--- src/sv/drs_pkg.sv ---
// Shared types, constants and control structures for the drive relaxation scorer.
`timescale 1ns / 1ps

package drs_pkg;

    localparam int LEVEL_SLOTS = 5;
    localparam int IDX_W       = 3;
    localparam int Q16_W       = 16;
    localparam int SCORE_W     = 35;
    localparam int COUNT_W     = 16;
    localparam int MODE_W      = 2;
    localparam int DRIVE_W     = 3;
    localparam int DELTA_W     = 18;
    localparam int MS_W        = 16;
    localparam int WEIGHT_W    = 16;
    localparam int COEFF_W     = 13;
    localparam int QA_W        = 14;
    localparam int MUL_W       = 17;
    localparam int PROD_W      = 34;
    localparam int CFG_IDX_W   = 3;
    localparam int CFG_DATA_W  = 16;

    // Item modes.
    localparam logic [MODE_W-1:0] MODE_STIM   = 2'd0;
    localparam logic [MODE_W-1:0] MODE_TICK   = 2'd1;
    localparam logic [MODE_W-1:0] MODE_RELOAD = 2'd2;
    localparam logic [MODE_W-1:0] MODE_CAND   = 2'd3;

    // Configuration register indexes.
    localparam logic [CFG_IDX_W-1:0] REG_SETPOINT_0 = 3'd0;
    localparam logic [CFG_IDX_W-1:0] REG_DECAY      = 3'd5;

    localparam logic [Q16_W-1:0] SETPOINT_RESET [LEVEL_SLOTS] =
        '{16'd39322, 16'd45875, 16'd32768, 16'd26214, 16'd52429};
    localparam logic [CFG_DATA_W-1:0] DECAY_RESET = 16'd2048;

    // Tick coefficient: floor(rate * ms / 1000), clamped to 1.0 in Q.12.
    localparam logic [COEFF_W-1:0] COEFF_ONE   = 13'd4096;
    localparam logic [31:0]        SAT_LIMIT   = 32'd4097000;
    localparam logic [QA_W-1:0]    RECIP_MUL   = 14'd8389;
    localparam int                 RECIP_SHIFT = 23;
    localparam logic [9:0]         MS_DIV      = 10'd1000;

    localparam logic [SCORE_W-1:0] SCORE_MIN = {1'b1, {(SCORE_W-1){1'b0}}};
    localparam logic [COUNT_W-1:0] COUNT_MAX = {COUNT_W{1'b1}};

    typedef struct packed {
        logic             load;
        logic             stim;
        logic             reload;
        logic             rate_mul;
        logic             recip;
        logic             coeff;
        logic             drv_mul;
        logic             drv_upd;
        logic             cand_mul;
        logic             cand_acc;
        logic             best;
        logic             out_load;
        logic [IDX_W-1:0] idx;
        logic [IDX_W-1:0] idx_prev;
    } t_dp_cmd;

    typedef struct packed {
        logic out_free;
    } t_dp_stat;

endpackage

--- src/sv/drive_relaxation_scorer_core.sv ---
// Top level of the drive relaxation scorer: controller plus datapath.
`timescale 1ns / 1ps

// Channel   Direction  Handshake                 Payload
// input     in         i_in_valid / o_in_stall   mode, drive, delta, elapsed_ms, weights, run_last
// output    out        o_out_valid / i_out_stall levels, score, best index/score/valid
// config    in         i_cfg_we                  i_cfg_index, i_cfg_data (no read-back)
//
// One transaction is worked on at a time. With N = min(DRIVE_COUNT, 5) active drives,
// both the tick and the candidate score walk the N drives through one shared 17 x 17
// multiplier, one drive per cycle, with the update of the previous drive overlapped.
// The result sits in an output register, so a finished transaction waits there while the
// next one is accepted and computed; only the final load waits for a stalled output.
// Reset is synchronous and active low; it restores setpoints, rate, strengths and run state.

module drive_relaxation_scorer_core #(
    parameter int DRIVE_COUNT = 5
) (
    input  logic                                  i_clk,
    input  logic                                  i_rst_n,
    input  logic                                  i_cfg_we,
    input  logic [drs_pkg::CFG_IDX_W-1:0]         i_cfg_index,
    input  logic [drs_pkg::CFG_DATA_W-1:0]        i_cfg_data,
    input  logic                                  i_in_valid,
    output logic                                  o_in_stall,
    input  logic [drs_pkg::MODE_W-1:0]            i_mode,
    input  logic [drs_pkg::DRIVE_W-1:0]           i_drive,
    input  logic signed [drs_pkg::DELTA_W-1:0]    i_delta,
    input  logic [drs_pkg::MS_W-1:0]              i_elapsed_ms,
    input  logic signed [drs_pkg::WEIGHT_W-1:0]   i_weight_0,
    input  logic signed [drs_pkg::WEIGHT_W-1:0]   i_weight_1,
    input  logic signed [drs_pkg::WEIGHT_W-1:0]   i_weight_2,
    input  logic signed [drs_pkg::WEIGHT_W-1:0]   i_weight_3,
    input  logic signed [drs_pkg::WEIGHT_W-1:0]   i_weight_4,
    input  logic                                  i_run_last,
    output logic                                  o_out_valid,
    input  logic                                  i_out_stall,
    output logic [drs_pkg::Q16_W-1:0]             o_level_0,
    output logic [drs_pkg::Q16_W-1:0]             o_level_1,
    output logic [drs_pkg::Q16_W-1:0]             o_level_2,
    output logic [drs_pkg::Q16_W-1:0]             o_level_3,
    output logic [drs_pkg::Q16_W-1:0]             o_level_4,
    output logic signed [drs_pkg::SCORE_W-1:0]    o_score,
    output logic [drs_pkg::COUNT_W-1:0]           o_best_index,
    output logic signed [drs_pkg::SCORE_W-1:0]    o_best_score,
    output logic                                  o_best_valid
);
    import drs_pkg::*;

    t_dp_cmd                   cmd;
    t_dp_stat                  stat;
    logic signed [WEIGHT_W-1:0] weight [LEVEL_SLOTS];
    logic [Q16_W-1:0]          level  [LEVEL_SLOTS];

    // Gather the weight ports into one vector for the datapath's drive walk.
    assign weight[0] = i_weight_0;
    assign weight[1] = i_weight_1;
    assign weight[2] = i_weight_2;
    assign weight[3] = i_weight_3;
    assign weight[4] = i_weight_4;

    // The controller only sequences; all values live in the datapath.
    drs_controller #(
        .DRIVE_COUNT (DRIVE_COUNT)
    ) u_ctrl (
        .i_clk      (i_clk),
        .i_rst_n    (i_rst_n),
        .i_in_valid (i_in_valid),
        .o_in_stall (o_in_stall),
        .i_mode     (i_mode),
        .i_stat     (stat),
        .o_cmd      (cmd)
    );

    drs_datapath #(
        .DRIVE_COUNT (DRIVE_COUNT)
    ) u_dp (
        .i_clk        (i_clk),
        .i_rst_n      (i_rst_n),
        .i_cfg_we     (i_cfg_we),
        .i_cfg_index  (i_cfg_index),
        .i_cfg_data   (i_cfg_data),
        .i_drive      (i_drive),
        .i_delta      (i_delta),
        .i_elapsed_ms (i_elapsed_ms),
        .i_weight     (weight),
        .i_run_last   (i_run_last),
        .i_cmd        (cmd),
        .o_stat       (stat),
        .i_out_stall  (i_out_stall),
        .o_out_valid  (o_out_valid),
        .o_level      (level),
        .o_score      (o_score),
        .o_best_index (o_best_index),
        .o_best_score (o_best_score),
        .o_best_valid (o_best_valid)
    );

    // Spread the level vector back onto the individual result ports.
    assign o_level_0 = level[0];
    assign o_level_1 = level[1];
    assign o_level_2 = level[2];
    assign o_level_3 = level[3];
    assign o_level_4 = level[4];

endmodule

--- src/sv/drs_datapath.sv ---
// Datapath: configuration, drive strengths, shared multiplier, run tracking and result register.
`timescale 1ns / 1ps

module drs_datapath #(
    parameter int DRIVE_COUNT = 5
) (
    input  logic                                  i_clk,
    input  logic                                  i_rst_n,
    input  logic                                  i_cfg_we,
    input  logic [drs_pkg::CFG_IDX_W-1:0]         i_cfg_index,
    input  logic [drs_pkg::CFG_DATA_W-1:0]        i_cfg_data,
    input  logic [drs_pkg::DRIVE_W-1:0]           i_drive,
    input  logic signed [drs_pkg::DELTA_W-1:0]    i_delta,
    input  logic [drs_pkg::MS_W-1:0]              i_elapsed_ms,
    input  logic signed [drs_pkg::WEIGHT_W-1:0]   i_weight [drs_pkg::LEVEL_SLOTS],
    input  logic                                  i_run_last,
    input  drs_pkg::t_dp_cmd                      i_cmd,
    output drs_pkg::t_dp_stat                     o_stat,
    input  logic                                  i_out_stall,
    output logic                                  o_out_valid,
    output logic [drs_pkg::Q16_W-1:0]             o_level [drs_pkg::LEVEL_SLOTS],
    output logic signed [drs_pkg::SCORE_W-1:0]    o_score,
    output logic [drs_pkg::COUNT_W-1:0]           o_best_index,
    output logic signed [drs_pkg::SCORE_W-1:0]    o_best_score,
    output logic                                  o_best_valid
);
    import drs_pkg::*;

    localparam int NACT = (DRIVE_COUNT < LEVEL_SLOTS) ? DRIVE_COUNT : LEVEL_SLOTS;

    logic [Q16_W-1:0]             r_setpoint [NACT];
    logic [CFG_DATA_W-1:0]        r_rate;
    logic [DRIVE_W-1:0]           r_drive;
    logic signed [DELTA_W-1:0]    r_delta;
    logic [MS_W-1:0]              r_ms;
    logic signed [WEIGHT_W-1:0]   r_weight [NACT];
    logic                         r_last;
    logic [Q16_W-1:0]             r_strength [NACT];
    logic [Q16_W-1:0]             n_strength [NACT];
    logic signed [PROD_W-1:0]     r_prod;
    logic                         r_neg;
    logic                         r_sat;
    logic [QA_W-1:0]              r_qa;
    logic [COEFF_W-1:0]           r_coeff;
    logic signed [SCORE_W-1:0]    r_acc;
    logic [COUNT_W-1:0]           r_count;
    logic signed [SCORE_W-1:0]    r_run_best;
    logic [COUNT_W-1:0]           r_run_idx;
    logic [COUNT_W-1:0]           r_res_bidx;
    logic signed [SCORE_W-1:0]    r_res_bscore;
    logic                         r_res_bval;
    logic                         r_out_valid;
    logic [Q16_W-1:0]             r_out_level [LEVEL_SLOTS];
    logic signed [SCORE_W-1:0]    r_out_score;
    logic [COUNT_W-1:0]           r_out_bidx;
    logic signed [SCORE_W-1:0]    r_out_bscore;
    logic                         r_out_bval;

    logic [Q16_W-1:0]             sel_st;
    logic [Q16_W-1:0]             sel_sp;
    logic signed [WEIGHT_W-1:0]   sel_w;
    logic [Q16_W-1:0]             prev_st;
    logic [Q16_W-1:0]             stim_st;
    logic signed [MUL_W-1:0]      diff;
    logic signed [MUL_W-1:0]      diff_mag;
    logic signed [MUL_W-1:0]      mul_a;
    logic signed [MUL_W-1:0]      mul_b;
    logic signed [PROD_W-1:0]     mul_p;
    logic [36:0]                  recip_full;
    logic [23:0]                  qa_back;
    logic                         qa_over;
    logic [Q16_W-1:0]             step;
    logic signed [17:0]           upd_sum;
    logic [Q16_W-1:0]             upd_sat;
    logic signed [18:0]           stim_sum;
    logic [Q16_W-1:0]             stim_sat;
    logic                         best_gt;
    logic signed [SCORE_W-1:0]    best_next;
    logic [COUNT_W-1:0]           bidx_next;
    logic [Q16_W-1:0]             level_now [LEVEL_SLOTS];

    // Configuration registers.
    always_ff @(posedge i_clk) begin
        if (!i_rst_n) begin
            for (int i = 0; i < NACT; i++) begin
                r_setpoint[i] <= SETPOINT_RESET[i];
            end
            r_rate <= DECAY_RESET;
        end else if (i_cfg_we) begin
            for (int i = 0; i < NACT; i++) begin
                if (i_cfg_index == REG_SETPOINT_0 + CFG_IDX_W'(i)) begin
                    r_setpoint[i] <= i_cfg_data;
                end
            end
            if (i_cfg_index == REG_DECAY) begin
                r_rate <= i_cfg_data;
            end
        end
    end

    // Item capture.
    always_ff @(posedge i_clk) begin
        if (i_cmd.load) begin
            r_drive <= i_drive;
            r_delta <= i_delta;
            r_ms    <= i_elapsed_ms;
            r_last  <= i_run_last;
            for (int i = 0; i < NACT; i++) begin
                r_weight[i] <= i_weight[i];
            end
        end
    end

    // Element selection for the sequenced loops.
    always_comb begin
        sel_st  = '0;
        sel_sp  = '0;
        sel_w   = '0;
        prev_st = '0;
        stim_st = '0;
        for (int i = 0; i < NACT; i++) begin
            if (i_cmd.idx == IDX_W'(i)) begin
                sel_st = r_strength[i];
                sel_sp = r_setpoint[i];
                sel_w  = r_weight[i];
            end
            if (i_cmd.idx_prev == IDX_W'(i)) begin
                prev_st = r_strength[i];
            end
            if (r_drive == DRIVE_W'(i)) begin
                stim_st = r_strength[i];
            end
        end
    end

    assign diff     = $signed({1'b0, sel_sp}) - $signed({1'b0, sel_st});
    assign diff_mag = diff[MUL_W-1] ? -diff : diff;

    // The one shared multiplier.
    always_comb begin
        mul_a = '0;
        mul_b = '0;
        if (i_cmd.rate_mul) begin
            mul_a = $signed({1'b0, r_rate});
            mul_b = $signed({1'b0, r_ms});
        end else if (i_cmd.drv_mul) begin
            mul_a = $signed({4'b0000, r_coeff});
            mul_b = diff_mag;
        end else if (i_cmd.cand_mul) begin
            mul_a = $signed({1'b0, sel_st});
            mul_b = {sel_w[WEIGHT_W-1], sel_w};
        end
    end

    assign mul_p = mul_a * mul_b;

    // Division by 1000 through a reciprocal, then a single correction.
    assign recip_full = 37'(r_prod[22:0]) * 37'(RECIP_MUL);
    assign qa_back    = 24'(r_qa) * 24'(MS_DIV);
    assign qa_over    = qa_back > {1'b0, r_prod[22:0]};

    // Relaxation step, truncated toward zero.
    assign step    = r_prod[27:12];
    assign upd_sum = r_neg ? ($signed({2'b00, prev_st}) - $signed({2'b00, step}))
                           : ($signed({2'b00, prev_st}) + $signed({2'b00, step}));
    always_comb begin
        if (upd_sum[17]) begin
            upd_sat = '0;
        end else if (upd_sum[16]) begin
            upd_sat = '1;
        end else begin
            upd_sat = upd_sum[15:0];
        end
    end

    assign stim_sum = $signed({3'b000, stim_st}) + 19'(r_delta);
    always_comb begin
        if (stim_sum[18]) begin
            stim_sat = '0;
        end else if (stim_sum[17] || stim_sum[16]) begin
            stim_sat = '1;
        end else begin
            stim_sat = stim_sum[15:0];
        end
    end

    always_comb begin
        for (int i = 0; i < NACT; i++) begin
            n_strength[i] = r_strength[i];
            if (i_cmd.stim && r_drive == DRIVE_W'(i)) begin
                n_strength[i] = stim_sat;
            end
            if (i_cmd.reload) begin
                n_strength[i] = r_setpoint[i];
            end
            if (i_cmd.drv_upd && i_cmd.idx_prev == IDX_W'(i)) begin
                n_strength[i] = upd_sat;
            end
        end
    end

    always_ff @(posedge i_clk) begin
        if (!i_rst_n) begin
            for (int i = 0; i < NACT; i++) begin
                r_strength[i] <= SETPOINT_RESET[i];
            end
        end else begin
            for (int i = 0; i < NACT; i++) begin
                r_strength[i] <= n_strength[i];
            end
        end
    end

    // Tick arithmetic and score accumulation.
    always_ff @(posedge i_clk) begin
        if (i_cmd.rate_mul || i_cmd.drv_mul || i_cmd.cand_mul) begin
            r_prod <= mul_p;
        end
        if (i_cmd.drv_mul) begin
            r_neg <= diff[MUL_W-1];
        end
        if (i_cmd.recip) begin
            r_sat <= r_prod[31:0] >= SAT_LIMIT;
            r_qa  <= recip_full[36:RECIP_SHIFT];
        end
        if (i_cmd.coeff) begin
            if (r_sat) begin
                r_coeff <= COEFF_ONE;
            end else if (qa_over) begin
                r_coeff <= COEFF_W'(r_qa - 14'd1);
            end else begin
                r_coeff <= COEFF_W'(r_qa);
            end
        end
        if (i_cmd.load) begin
            r_acc <= '0;
        end else if (i_cmd.cand_acc) begin
            r_acc <= r_acc + SCORE_W'(r_prod);
        end
    end

    // Running argmax; strictly greater, so the first of equal scores stays.
    assign best_gt   = r_acc > r_run_best;
    assign best_next = best_gt ? r_acc : r_run_best;
    assign bidx_next = best_gt ? r_count : r_run_idx;

    always_ff @(posedge i_clk) begin
        if (!i_rst_n) begin
            r_count      <= '0;
            r_run_best   <= SCORE_MIN;
            r_run_idx    <= '0;
            r_res_bval   <= 1'b0;
            r_res_bidx   <= '0;
            r_res_bscore <= '0;
        end else if (i_cmd.load) begin
            r_res_bval   <= 1'b0;
            r_res_bidx   <= '0;
            r_res_bscore <= '0;
        end else if (i_cmd.best) begin
            if (r_last) begin
                r_res_bval   <= 1'b1;
                r_res_bidx   <= bidx_next;
                r_res_bscore <= best_next;
                r_count      <= '0;
                r_run_best   <= SCORE_MIN;
                r_run_idx    <= '0;
            end else begin
                r_run_best <= best_next;
                r_run_idx  <= bidx_next;
                if (r_count != COUNT_MAX) begin
                    r_count <= r_count + 16'd1;
                end
            end
        end
    end

    // Drives beyond the active count hold their reset setpoints.
    genvar g;
    for (g = 0; g < LEVEL_SLOTS; g++) begin : g_level
        if (g < NACT) begin : g_act
            assign level_now[g] = r_strength[g];
        end else begin : g_fixed
            assign level_now[g] = SETPOINT_RESET[g];
        end
    end

    // Output register.
    assign o_stat.out_free = !r_out_valid || !i_out_stall;

    always_ff @(posedge i_clk) begin
        if (!i_rst_n) begin
            r_out_valid <= 1'b0;
        end else if (i_cmd.out_load) begin
            r_out_valid <= 1'b1;
        end else if (!i_out_stall) begin
            r_out_valid <= 1'b0;
        end
    end

    always_ff @(posedge i_clk) begin
        if (i_cmd.out_load) begin
            for (int i = 0; i < LEVEL_SLOTS; i++) begin
                r_out_level[i] <= level_now[i];
            end
            r_out_score  <= r_acc;
            r_out_bidx   <= r_res_bidx;
            r_out_bscore <= r_res_bscore;
            r_out_bval   <= r_res_bval;
        end
    end

    assign o_out_valid  = r_out_valid;
    assign o_level      = r_out_level;
    assign o_score      = r_out_score;
    assign o_best_index = r_out_bidx;
    assign o_best_score = r_out_bscore;
    assign o_best_valid = r_out_bval;

endmodule

--- src/sv/drs_controller.sv ---
// Controller state machine that sequences each item through the datapath.
`timescale 1ns / 1ps

module drs_controller #(
    parameter int DRIVE_COUNT = 5
) (
    input  logic                        i_clk,
    input  logic                        i_rst_n,
    input  logic                        i_in_valid,
    output logic                        o_in_stall,
    input  logic [drs_pkg::MODE_W-1:0]  i_mode,
    input  drs_pkg::t_dp_stat           i_stat,
    output drs_pkg::t_dp_cmd            o_cmd
);
    import drs_pkg::*;

    localparam int NACT = (DRIVE_COUNT < LEVEL_SLOTS) ? DRIVE_COUNT : LEVEL_SLOTS;
    localparam logic [IDX_W-1:0] LOOP_END = IDX_W'(NACT);

    localparam logic [3:0] S_IDLE   = 4'd0;
    localparam logic [3:0] S_STIM   = 4'd1;
    localparam logic [3:0] S_RELOAD = 4'd2;
    localparam logic [3:0] S_RATE   = 4'd3;
    localparam logic [3:0] S_RECIP  = 4'd4;
    localparam logic [3:0] S_COEFF  = 4'd5;
    localparam logic [3:0] S_DRIVE  = 4'd6;
    localparam logic [3:0] S_CAND   = 4'd7;
    localparam logic [3:0] S_BEST   = 4'd8;
    localparam logic [3:0] S_OUT    = 4'd9;

    logic [3:0]       r_state;
    logic [3:0]       n_state;
    logic [IDX_W-1:0] r_cnt;
    logic [IDX_W-1:0] n_cnt;
    logic             accept;

    assign o_in_stall = (r_state != S_IDLE);
    assign accept     = i_in_valid && (r_state == S_IDLE);

    always_comb begin
        n_state        = r_state;
        n_cnt          = '0;
        o_cmd          = '0;
        o_cmd.idx      = r_cnt;
        o_cmd.idx_prev = r_cnt - 3'd1;
        case (r_state)
            S_IDLE: begin
                o_cmd.load = accept;
                if (accept) begin
                    case (i_mode)
                        MODE_STIM:   n_state = S_STIM;
                        MODE_TICK:   n_state = S_RATE;
                        MODE_RELOAD: n_state = S_RELOAD;
                        MODE_CAND:   n_state = S_CAND;
                        default:     n_state = S_IDLE;
                    endcase
                end
            end
            S_STIM: begin
                o_cmd.stim = 1'b1;
                n_state    = S_OUT;
            end
            S_RELOAD: begin
                o_cmd.reload = 1'b1;
                n_state      = S_OUT;
            end
            S_RATE: begin
                o_cmd.rate_mul = 1'b1;
                n_state        = S_RECIP;
            end
            S_RECIP: begin
                o_cmd.recip = 1'b1;
                n_state     = S_COEFF;
            end
            S_COEFF: begin
                o_cmd.coeff = 1'b1;
                n_state     = S_DRIVE;
            end
            S_DRIVE: begin
                o_cmd.drv_mul = (r_cnt != LOOP_END);
                o_cmd.drv_upd = (r_cnt != '0);
                if (r_cnt == LOOP_END) begin
                    n_state = S_OUT;
                end else begin
                    n_cnt = r_cnt + 3'd1;
                end
            end
            S_CAND: begin
                o_cmd.cand_mul = (r_cnt != LOOP_END);
                o_cmd.cand_acc = (r_cnt != '0);
                if (r_cnt == LOOP_END) begin
                    n_state = S_BEST;
                end else begin
                    n_cnt = r_cnt + 3'd1;
                end
            end
            S_BEST: begin
                o_cmd.best = 1'b1;
                n_state    = S_OUT;
            end
            S_OUT: begin
                if (i_stat.out_free) begin
                    o_cmd.out_load = 1'b1;
                    n_state        = S_IDLE;
                end
            end
            default: begin
                n_state = S_IDLE;
            end
        endcase
    end

    always_ff @(posedge i_clk) begin
        if (!i_rst_n) begin
            r_state <= S_IDLE;
            r_cnt   <= '0;
        end else begin
            r_state <= n_state;
            r_cnt   <= n_cnt;
        end
    end

endmodule
--- config.mk ---
export PLATFORM = sky130hd
export DESIGN_NAME = drive_relaxation_scorer_core
export DESIGN_NICKNAME = d
export VERILOG_FILES = /design/src/sv/drs_pkg.sv /design/src/sv/drive_relaxation_scorer_core.sv /design/src/sv/drs_datapath.sv /design/src/sv/drs_controller.sv
export SDC_FILE = /design/constraint.sdc
export NUM_CORES = 2
export LEC_CHECK = 0
export BUFFER_PORTS_ARGS = -buffer_cell sky130_fd_sc_hd__buf_2
export CORE_MARGIN = 3
export CORE_UTILIZATION = 35
export CTS_CLUSTER_SIZE = 16
export DETAILED_ROUTE_END_ITERATION = 12
export PLACE_DENSITY = 0.6
export SETUP_SLACK_MARGIN = 0.5
export SLEW_MARGIN = 15
export SYNTH_ARGS = -nofsm -noshare
export SYNTH_HDL_FRONTEND = slang
export SYNTH_SLANG_ARGS = --single-unit
--- constraint.sdc ---
create_clock -name i_clk -period 10.5 [get_ports i_clk]
set_input_delay 0.525 -clock i_clk [delete_from_list [all_inputs] [get_ports i_clk]]
set_output_delay 0.525 -clock i_clk [all_outputs]
set_load 0.05 [all_outputs]
==> reports/metrics.yaml <==
run:
  maxCapViolCount: 0
synthesis:
  yosysSeqAreaShare_pct: 36.4
  synth_top_area_cell: "edfxtp_1"
  synthTopCellsByCount: "552 x inv_1, 505 x ha_1, 485 x nand2_1, 428 x edfxtp_1, 366 x a21oi_1"
  ys.warnings.count: 0
  synth.net_count: 5936
  synth_cells: 4979
  yosys.area.top_type_share_pct: 25.9
  avgSynthCellArea_um2: 9.95
  yosys-top-cells-area: "edfxtp_1 26%, ha_1 13%, fa_1 12%"
  yosysMostFrequentCell: "inv_1"
  ys.flop_type: "edfxtp_1"
  synth-async-reset-ratio_pct: 0
  syn_area_um2: 49600
  synth_edf_count: 428
  synth_cell_type_count: 92
  ys_ff_latch: 686
setup_path:
  reg2reg_depth: 39
  rr_startpoint: "u_ctrl.r_cnt[1]$_SDFF_PP0_"
  critPathMaxFanout: 15
  worstSetupPathType: "reg2reg"
  timing.rr.end: "u_dp.r_prod[33]$_DFFE_PP_"
  slowest_stage: "fa_1"
  cp.required_ns: 10.97
  crit_top_cell: "fa_1"
  cp-start-kind: "flip-flop"
  r2r_setup_slack_ns: 0.67
  cp_slowest_stage_delay_ns: 0.56
  cp.arrival_ns: 10.30
  critPathCaptureType: "flip-flop"
pwr:
  max-vdd-ir-drop_v: 0.000466
  power.total_uw: 16400
  power_density_nw_per_um2: 278
  leakagePower_uw: 0.0258
die:
  coreArea_um2: 140000
  initial_core_util_pct: 35.4
  die_w_um: 382
  row_count: 137
  die_h_um: 382
  fp.dieArea_um2: 146000
  ioPinCount: 313
sta:
  hold_viol_final: 0
  worst_pin_slew_ns: 1.29
  holdWs_ns: 0.0484
  fin_tns_setup_ns: 0
  relSlewSlack_pct: 14.0
  fin_crit_ns: 9.83
  fin_crit_sh_pct: 93.6
  fmax_mhz: 102
  drv_slew: 0
  rsz0062_at_grt: "yes"
  fin_skew_ns: 0.0455
  setup_viol: 0
finish:
  layout-area-overhead-vs-synth_pct: 19.0
  drive_gt1_share_pct: 15.0
  fin_area_um2: 59000
  final_nets: 6442
  fillCellCount: 13500
detailed_routing:
  wirelength_um: 170000
  via_per_inst: 5.45
  drcViolationCount: 0
  drt_iter0_drc: 4115
  ant_nets: 0
  vias: 40500
  firstDrtPassIters: 6
  routedWlPerCell_um: 22.8
place:
  hpwlAfterDp_um: 127000
  placed_area_um2: 54000
  place_congestion: 0.993
  portBuffers: 312
hold_path:
  hp-class: "in2reg"
  holdPathEnd: "u_dp.r_weight[0][31]$_DFFE_PP_"
  hold_depth: 1
  min_from: "i_weight_1[15]"
grt:
  grtUsageTotal_pct: 22.4
  overflow: 0
  grt_pass1_vias: 38800
  grt_antenna_before_repair: 10
  grt_pass1_wl_um: 249000
  grt_max_degree: 104
clocking:
  tritoncts: "yes"
  worstSkewPairLatency_ns: 0.72
  clock_path_buffers: 3
  clockRootBuffer: "clkbuf_16"
  clk_pin_slew_ns: 0.06
  cts_sinks: 686
  cts_buffers: 79
  htreeDepth: 3
outcome:
  status: "complete, no violations"
==> per-stage QoR <==
| stage | instances | utilization, % | setup WS (ns) |
|---|---|---|---|
| 6_report | 7430 | 42.1 | 0.669 |
| 5_1_grt | 7426 | 42.1 | 0.317 |
| 4_1_cts | 7371 | 41.4 | 0.505 |
| 3_5_place_dp | 7099 | 38.5 | -0.0851 |
| 3_3_place_gp | 7099 | 38.5 | 0.0495 |
| 2_1_floorplan | 4979 | - | 0.537 |
==> metal layers <==
layer	wire, um	track usage, %	up-vias	part of all wire [%]
met5	41	0	-	0.024
met4	4830	6.64	6	2.8
met3	17100	5.81	267	10
met2	72400	33.3	1796	43
met1	75500	32.0	19800	44
li1	-	-	18600	-
==> flip-flops by register name, indices dropped and copies added, names as in the netlist, 35 cells and up <==
signal and flops:
u_dp.r_setpoint 80, u_dp.o_best_score 35, u_dp.o_score 35, u_dp.r_strength 80, u_dp.r_run_best 35, u_dp.r_acc 35
u_dp.r_res_bscore 35, u_dp.r_weight 80, u_dp.o_level 80
==> worst max-delay path: cells and delay by family, from the launching register on <==
kind / cells / cell delay (ns)
flops: 1 / 0.37
buf+inv: 7 / 0.97
xor+xnor: 3 / 0.44
fa+ha+maj: 9 / 3.78
compound gates: 17 / 3.45
simple gates: 3 / 0.60
==> timing repair <==
item / in CTS / in global routing
pin swaps: 23 / 104
gates resized for setup: 35 / 133
hold endpoints to repair: 110 / 0
hold buffers: 110 / 0
setup buffers: 16 / 49
cloned: 0 / 6
setup endpoints to repair: 12 / 17
==> cell usage in the layout, fill, tap and decap left out, drive strengths merged, types with 67 or more instances in the layout <==
master,Yosys,layout
a21o,67,67
a21oi,368,368
a221oi,81,81
and2,77,77
buf,45,525
clkbuf,170,106
dfxtp,258,258
dlygate4sd3,0,110
edfxtp,428,428
fa,308,308
ha,505,505
inv,553,560
nand2,485,485
nor2,346,346
nor3,72,72
o21ai,258,258
xnor2,101,101
==> worst max path at each step <==
stage	start	end	slack (ns)	cells after the start
2_1_floorplan	u_ctrl.r_cnt[1]$_SDFF_PP0_	u_dp.r_prod[33]$_DFFE_PP_	0.54	41
3_3_place_gp	u_ctrl.r_cnt[1]$_SDFF_PP0_	u_dp.r_prod[33]$_DFFE_PP_	0.05	38
5_1_grt	u_ctrl.r_cnt[1]$_SDFF_PP0_	u_dp.r_prod[33]$_DFFE_PP_	0.32	40
3_5_place_dp	u_ctrl.r_cnt[0]$_SDFF_PP0_	u_dp.r_prod[33]$_DFFE_PP_	-0.09	38
4_1_cts	u_ctrl.r_cnt[0]$_SDFF_PP0_	u_dp.r_prod[33]$_DFFE_PP_	0.50	43
6_report	u_ctrl.r_cnt[1]$_SDFF_PP0_	u_dp.r_prod[33]$_DFFE_PP_	0.67	39
==> cell type report <==
class                      count  area [um^2]  area share, %
multi-input combinational   3523        29300           49.7
sequential                   686        18000           30.6
timing repair buffer         640         4560           7.74
tap                         1876         2350           3.98
inverter                     555         2100           3.56
clock buffer                 101         2090           3.54
clock inverter                45          546          0.925
antenna                        4         10.0         0.0170
==> kinds of logic (layout without fill, tap and decap cells) <==
logic type | after synthesis | count (layout) | share of synthesized area [%]
buffers and inverters | 770 | 1341 | 5.92
multiplexers | 81 | 81 | 2.02
AO/OA/AOI/OAI | 1231 | 1231 | 16.4
XOR/XNOR | 147 | 147 | 2.64
AND/OR/NAND/NOR | 1251 | 1251 | 11.4
other | 0 | 4 | 0
flip-flops | 686 | 686 | 36.4
adder cells (fa/ha/maj) | 813 | 813 | 25.2
==> where the power goes <==
group / internal, uW / switching (uW)
clock: 1590 / 1230
sequential: 3480 / 533
combinational: 3860 / 5690
total: 8920 / 7450
(Power assumes the default switching activity.)
